## src/hdl/mvms_ram.sv

```systemverilog
// Generic single-write, single-read RAM with registered read data
module mvms_ram #(
    parameter int WIDTH = 16,
    parameter int DEPTH = 256
) (
    input  logic                     aclk,
    input  logic                     we,
    input  logic [$clog2(DEPTH)-1:0] waddr,
    input  logic [WIDTH-1:0]         wdata,
    input  logic                     re,
    input  logic [$clog2(DEPTH)-1:0] raddr,
    output logic [WIDTH-1:0]         rdata
);

    logic [WIDTH-1:0] mem [DEPTH];

    always_ff @(posedge aclk) begin
        if (we) begin
            mem[waddr] <= wdata;
        end
        if (re) begin
            rdata <= mem[raddr];
        end
    end

endmodule

```

## config.mk

```make
export PLATFORM = sky130hd
export DESIGN_NAME = mvms_ram
export DESIGN_NICKNAME = d
export VERILOG_FILES = /design/src/hdl/mvms_ram.sv
export SDC_FILE = /design/constraint.sdc
export NUM_CORES = 2
export LEC_CHECK = 0
export BUFFER_PORTS_ARGS = -buffer_cell sky130_fd_sc_hd__buf_4
export CAP_MARGIN = 20
export CORE_MARGIN = 3
export CORE_UTILIZATION = 30
export DETAILED_ROUTE_END_ITERATION = 7
export SLEW_MARGIN = 20
export SYNTH_ARGS = -nofsm -noshare
export SYNTH_HDL_FRONTEND = slang
export SYNTH_SLANG_ARGS = --single-unit
```

## constraint.sdc

```tcl
create_clock -name aclk -period 5.05 [get_ports aclk]
set_clock_uncertainty 0.1 [all_clocks]
set_input_delay 0.7575 -clock aclk [delete_from_list [all_inputs] [get_ports aclk]]
set_output_delay 0.7575 -clock aclk [all_outputs]
set_load 0.02 [all_outputs]
```

**After elaboration in Yosys (flattened, before gate mapping)**

Memories as Yosys holds them, arrays and structs flattened. A register that Yosys moved wholly into a read port is not among the register bits.
Cells that the tools add are included.

- Add/subtract/negate cells: 0
- Multipliers: 0
- Div/mod/pow operators: 0
- Magnitude comparators: 0
- Equal/unequal tests: 0
- Shift operators: 0
- Mux-type cells: 2
- Bitwise gates (word level): 0
- Reduce and logical (&&, ||, !) cells: 0

Operators by type and width:

| cell | count |
|---|---|
| $mux W1 | 2 |

- Register bits: 0
- Bits in latches: 0
- Bits in writable memories: 4096
- Bits in read-only memories: 0
- Output and inout bits: 16
- Memories kept: 1

Memory list:

| name | depth | bits a word | rd ports | clocked after memory_dff | wr ports | line | text |
|---|---|---|---|---|---|---|---|
| mem | 256 | 16 | 1 | 1 | 1 | 15 | `logic [WIDTH-1:0] mem [DEPTH];` |

**Logic depth before layout (Yosys ltp)**

- Depth in word-level cells: 2
- Depth in mapped cells: 12
- Mapped depth without buffers: 6

**Least setup slack after synthesis**

OpenSTA, ideal clock, no wires.

- Path type: input to register
- Start point: input port raddr[0]
- End point: register rdata[4], read port of mem (data pin)
- Library setup time: 265 ps
- Arrival time: 2741 ps
- Data required time: 4685 ps
- Slack: 1944 ps
- Cell stages on the path: 8
- Path buffers: 3
- Path through: buf_6 -> buf_6 -> buf_2 -> mux4_2 -> mux4_2 -> a22o_1 -> o32ai_2 -> nor4_2

RTL lines:

| item | line | text |
|---|---|---|
| start, declared | 11 | `input logic [$clog2(DEPTH)-1:0] raddr,` |
| end, declared | 12 | `output logic [WIDTH-1:0] rdata` |

==> flow_summary.html <==
<table>
<tr><th>Metric</th><th>Value</th></tr>
<tr><th colspan="2">Synth</th></tr>
<tr><td>Avg Synthesized Cell Area</td><td>21.6 um2</td></tr>
<tr><td>Proportion of synthesized flip-flops having asynchronous set or reset</td><td>0%</td></tr>
<tr><td>Fraction of synthesized cell area taken by the top area cell type</td><td>77.7%</td></tr>
<tr><td>List of most frequent post-synthesis cells</td><td>4112 x sky130_fd_sc_hd__edfxtp_1, 797 x sky130_fd_sc_hd__mux4_2, 565 x sky130_fd_sc_hd__mux2i_1</td></tr>
<tr><td>Fraction of the yosys area taken by sequential cells</td><td>77.7%</td></tr>
<tr><td>Synth Cell Area</td><td>159000 um2</td></tr>
<tr><td>Synth Instances</td><td>7360</td></tr>
<tr><td>Number of storage elements in the synthesis netlist</td><td>4112</td></tr>
<tr><td>Predominant post-synthesis flop cell</td><td>sky130_fd_sc_hd__edfxtp_1</td></tr>
<tr><td>EDFF count, synth</td><td>4112</td></tr>
<tr><td>Post-synth net total</td><td>7395</td></tr>
<tr><td>Area contributors post-synth</td><td>sky130_fd_sc_hd__edfxtp_1 78%, sky130_fd_sc_hd__mux4_2 11%, sky130_fd_sc_hd__mux2i_1 3.6%</td></tr>
<tr><td>Number of distinct library cells after synthesis</td><td>51</td></tr>
<tr><td>YS warnings</td><td>0</td></tr>
<tr><td>Cell type with the highest aggregate area in the netlist</td><td>sky130_fd_sc_hd__edfxtp_1</td></tr>
<tr><td>Top-count cell post-synth</td><td>sky130_fd_sc_hd__edfxtp_1</td></tr>
<tr><th colspan="2">Clock network</th></tr>
<tr><td>Maximum number of buffers from clock root to sink</td><td>4</td></tr>
<tr><td>Number of buffers added for setup after CTS</td><td>0</td></tr>
<tr><td>Resize count post-CTS</td><td>0</td></tr>
<tr><td>Root buffer cell</td><td>sky130_fd_sc_hd__clkbuf_16</td></tr>
<tr><td>CTS clk-pin slew, worst paths</td><td>0.06 ns</td></tr>
<tr><td>H-tree depth</td><td>5</td></tr>
<tr><td>TritonCTS clock tree</td><td>yes</td></tr>
<tr><td>Clock Sink Count</td><td>4112</td></tr>
<tr><td>Number of clock buffers inserted by TritonCTS</td><td>399</td></tr>
<tr><td>Clock latency on the worst-skew pair</td><td>0.96 ns</td></tr>
<tr><td>Number of hold buffers added after CTS</td><td>0</td></tr>
<tr><th colspan="2">Critical path</th></tr>
<tr><td>Arrival time at the worst endpoint</td><td>4.42 ns</td></tr>
<tr><td>Maximum single-stage delay on the critical path</td><td>0.85 ns</td></tr>
<tr><td>Element type at the critical path end</td><td>flip-flop</td></tr>
<tr><td>Critical-path maximum fanout</td><td>45</td></tr>
<tr><td>WP data required</td><td>5.67 ns</td></tr>
<tr><td>Critical Path Start Type</td><td>input port</td></tr>
<tr><td>Cell Chain, Critical Path</td><td>buf_16 -&gt; buf_12 -&gt; buf_12 -&gt; buf_12 -&gt; mux2i_1 -&gt; o221ai_1 -&gt; o22ai_1 -&gt; o21ai_0 -&gt; nand3_1 -&gt; nor4_1</td></tr>
<tr><td>Kind of critical path</td><td>in -&gt; reg</td></tr>
<tr><td>Most prevalent standard cell on the critical path</td><td>sky130_fd_sc_hd__buf_12</td></tr>
<tr><td>Worst path slowest cell</td><td>sky130_fd_sc_hd__o21ai_0</td></tr>
<tr><th colspan="2">Pwr</th></tr>
<tr><td>Leakage power</td><td>57.5 nW</td></tr>
<tr><td>Power per unit of standard cell area</td><td>389 nW/um2</td></tr>
<tr><td>Worst vdd ir</td><td>303 uV</td></tr>
<tr><th colspan="2">Global routing</th></tr>
<tr><td>Total global routing overflow</td><td>0</td></tr>
<tr><td>Number of global-route vias before repair</td><td>79400</td></tr>
<tr><td>First-pass GRT wire length</td><td>608000 um</td></tr>
<tr><td>Number of antenna violations at the first check in global routing</td><td>35</td></tr>
<tr><td>Maximum number of pins on one net before global-route repair</td><td>157</td></tr>
<tr><td>Tot GR Track Use</td><td>15.5%</td></tr>
<tr><th colspan="2">STA</th></tr>
<tr><td>Setup repair after global routing missed its margin</td><td>no</td></tr>
<tr><td>Slew @ Worst Pin</td><td>1.24 ns</td></tr>
<tr><td>Post-Route Hold Slack</td><td>0.116 ns</td></tr>
<tr><td>Final setup violation count</td><td>0</td></tr>
<tr><td>Worst slew margin relative to its limit</td><td>17.3%</td></tr>
<tr><td>Period minus WS final</td><td>3.79 ns</td></tr>
<tr><td>Final Max Slew Viols</td><td>0</td></tr>
<tr><td>Sum Neg Setup Slack</td><td>0 ns</td></tr>
<tr><td>Peak Freq</td><td>264 MHz</td></tr>
<tr><td>Final cycle utilization of the critical path</td><td>75.1%</td></tr>
<tr><td>Final hold viol count</td><td>0</td></tr>
<tr><th colspan="2">Placed design</th></tr>
<tr><td>Detailed-placement wirelength estimate</td><td>263000 um</td></tr>
<tr><td>Gpl congestion</td><td>0.860</td></tr>
<tr><td>Port-buffer cells</td><td>50</td></tr>
<tr><th colspan="2">Final layout</th></tr>
<tr><td>Synth-to-layout area growth</td><td>15.7%</td></tr>
<tr><td>Fraction of final layout cells sized beyond drive strength 1</td><td>25.7%</td></tr>
<tr><td>Fin nets</td><td>7950</td></tr>
<tr><td>Final core occ</td><td>34.9%</td></tr>
<tr><th colspan="2">Detailed routing</th></tr>
<tr><td>Detail-routed net length per standard cell</td><td>28.2 um</td></tr>
<tr><td>Via-to-Cell Ratio</td><td>5.19</td></tr>
<tr><td>Total routed wirelength</td><td>430000 um</td></tr>
<tr><td>Drt first pass iters</td><td>6</td></tr>
<tr><td>Count of routing violations after the opening detailed-route iteration</td><td>9855</td></tr>
<tr><td>Post-detailed-route DRC marker count</td><td>0</td></tr>
<tr><td>Antenna Violating Nets Remaining</td><td>0</td></tr>
<tr><td>Via count of the routed design</td><td>79100</td></tr>
<tr><th colspan="2">Flow run</th></tr>
<tr><td>MaxCap Viol Count</td><td>0</td></tr>
<tr><th colspan="2">Floorplanning</th></tr>
<tr><td>Boundary pin count</td><td>51</td></tr>
<tr><td>Die Outline Area</td><td>538000 um2</td></tr>
<tr><td>Initial core utilization</td><td>30.2%</td></tr>
<tr><td>Height of the die</td><td>734 um</td></tr>
<tr><td>Number of placement rows</td><td>266</td></tr>
<tr><td>Standard cell core area</td><td>526000 um2</td></tr>
<tr><td>Die extent in x</td><td>734 um</td></tr>
<tr><th colspan="2">Min path</th></tr>
<tr><td>Hold WC Path Type</td><td>in -&gt; reg</td></tr>
<tr><th colspan="2">Status</th></tr>
<tr><td>Run status</td><td>finished clean</td></tr>
</table>
-- stage by stage --
step	area [um2]	power [mW]	setup WS, ns	instances
after floorplan	159000	40.3	1.94	7360
final	184000	71.5	1.26	15200
after global routing	184000	73.5	1.12	15200
after detailed placement	171000	42.0	0.165	14500
after CTS	184000	72.0	1.18	15200
after global placement	171000	42.0	0.163	14500
-- logic make-up (layout without fill, tap and decap cells) --
kind of cell | count (synthesis) | count (layout) | share of synthesized area, %
other cells | 0 | 17 | 0
compound gates | 786 | 786 | 3.53
mux | 1450 | 1450 | 15.5
buf+inv | 456 | 1339 | 1.69
simple gates | 556 | 556 | 1.57
flops | 4112 | 4112 | 77.7
-- cells in the final DEF, fill, tap and decap left out, types with 9 or more instances in the layout --
cell	Yosys	routed
sky130_fd_sc_hd__a211oi_1	18	18
sky130_fd_sc_hd__a21oi_1	175	175
sky130_fd_sc_hd__a221oi_1	28	28
sky130_fd_sc_hd__a22o_1	32	32
sky130_fd_sc_hd__a22oi_1	43	43
sky130_fd_sc_hd__and3_1	11	11
sky130_fd_sc_hd__buf_12	5	60
sky130_fd_sc_hd__buf_4	26	525
sky130_fd_sc_hd__buf_8	11	17
sky130_fd_sc_hd__bufinv_16	0	56
sky130_fd_sc_hd__clkbuf_1	230	82
sky130_fd_sc_hd__clkbuf_16	0	405
sky130_fd_sc_hd__clkinv_1	0	85
sky130_fd_sc_hd__clkinv_2	0	65
sky130_fd_sc_hd__clkinvlp_4	0	12
sky130_fd_sc_hd__diode_2	0	17
sky130_fd_sc_hd__edfxtp_1	4112	4112
sky130_fd_sc_hd__inv_6	0	10
sky130_fd_sc_hd__mux2_2	88	88
sky130_fd_sc_hd__mux2i_1	565	565
sky130_fd_sc_hd__mux4_2	797	797
sky130_fd_sc_hd__nand2_1	38	38
sky130_fd_sc_hd__nand3_1	35	26
sky130_fd_sc_hd__nand3_2	0	9
sky130_fd_sc_hd__nand4_1	26	26
sky130_fd_sc_hd__nor2_1	304	267
sky130_fd_sc_hd__nor2_2	0	35
sky130_fd_sc_hd__nor2b_1	9	9
sky130_fd_sc_hd__nor3_1	92	89
sky130_fd_sc_hd__nor4_1	17	17
sky130_fd_sc_hd__o21ai_0	37	37
sky130_fd_sc_hd__o221ai_1	252	252
sky130_fd_sc_hd__o22ai_1	148	148
sky130_fd_sc_hd__o31ai_1	16	16
sky130_fd_sc_hd__o32ai_1	20	19
-- flip-flops by register name, summed over array words and instances, names as in the netlist --
signal / flops
mem: 4096
rdata: 16
-- worst paths after layout --
kind              slack (ns)  depth (start not counted)           to          from
setup / recovery        1.26                         10     rdata[3]      raddr[0]
hold / removal          0.12                          1  mem[232][0]      wdata[0]
setup reg to reg        2.07                          5     rdata[6]    mem[53][6]
hold reg to reg         1.08                          6    rdata[14]  mem[211][14]
-- worst max-delay path, delay by kind of cell --
kind,cells,cell delay [ns]
AO/OA/AOI/OAI,3,1.35
buffers and inverters,4,1.14
multiplexers,1,0.08
AND/OR/NAND/NOR,2,0.88
-- metal layers --
metal / up-vias / global-route usage (%) / wire, um
li1: 32500 / - / -
met1: 42500 / 20.5 / 170000
met2: 3384 / 25.6 / 209000
met3: 683 / 3.02 / 34600
met4: 16 / 5.37 / 16500
met5: - / 0 / 98
-- report_power, final --
group | internal [mW] | leakage, nW | total (mW) | switching [mW]
logic | 1.24 | 14.1 | 3.57 | 2.33
clock network | 17.6 | 6.43 | 30.2 | 12.6
registers | 37.6 | 37.0 | 37.7 | 0.0605
-- final cells by class --
class / instances / area (um2)
Clock inverter: 242 / 2760
Antenna cell: 17 / 42.5
Tap cell: 6968 / 8720
Fill cell: 47900 / 342000
Sequential cell: 4112 / 123000
Inverter: 4 / 27.5
Multi-Input combinational cell: 2792 / 32900
Clock buffer: 487 / 10400
Timing Repair Buffer: 606 / 5480
Power figures use the tool's default switching activity.
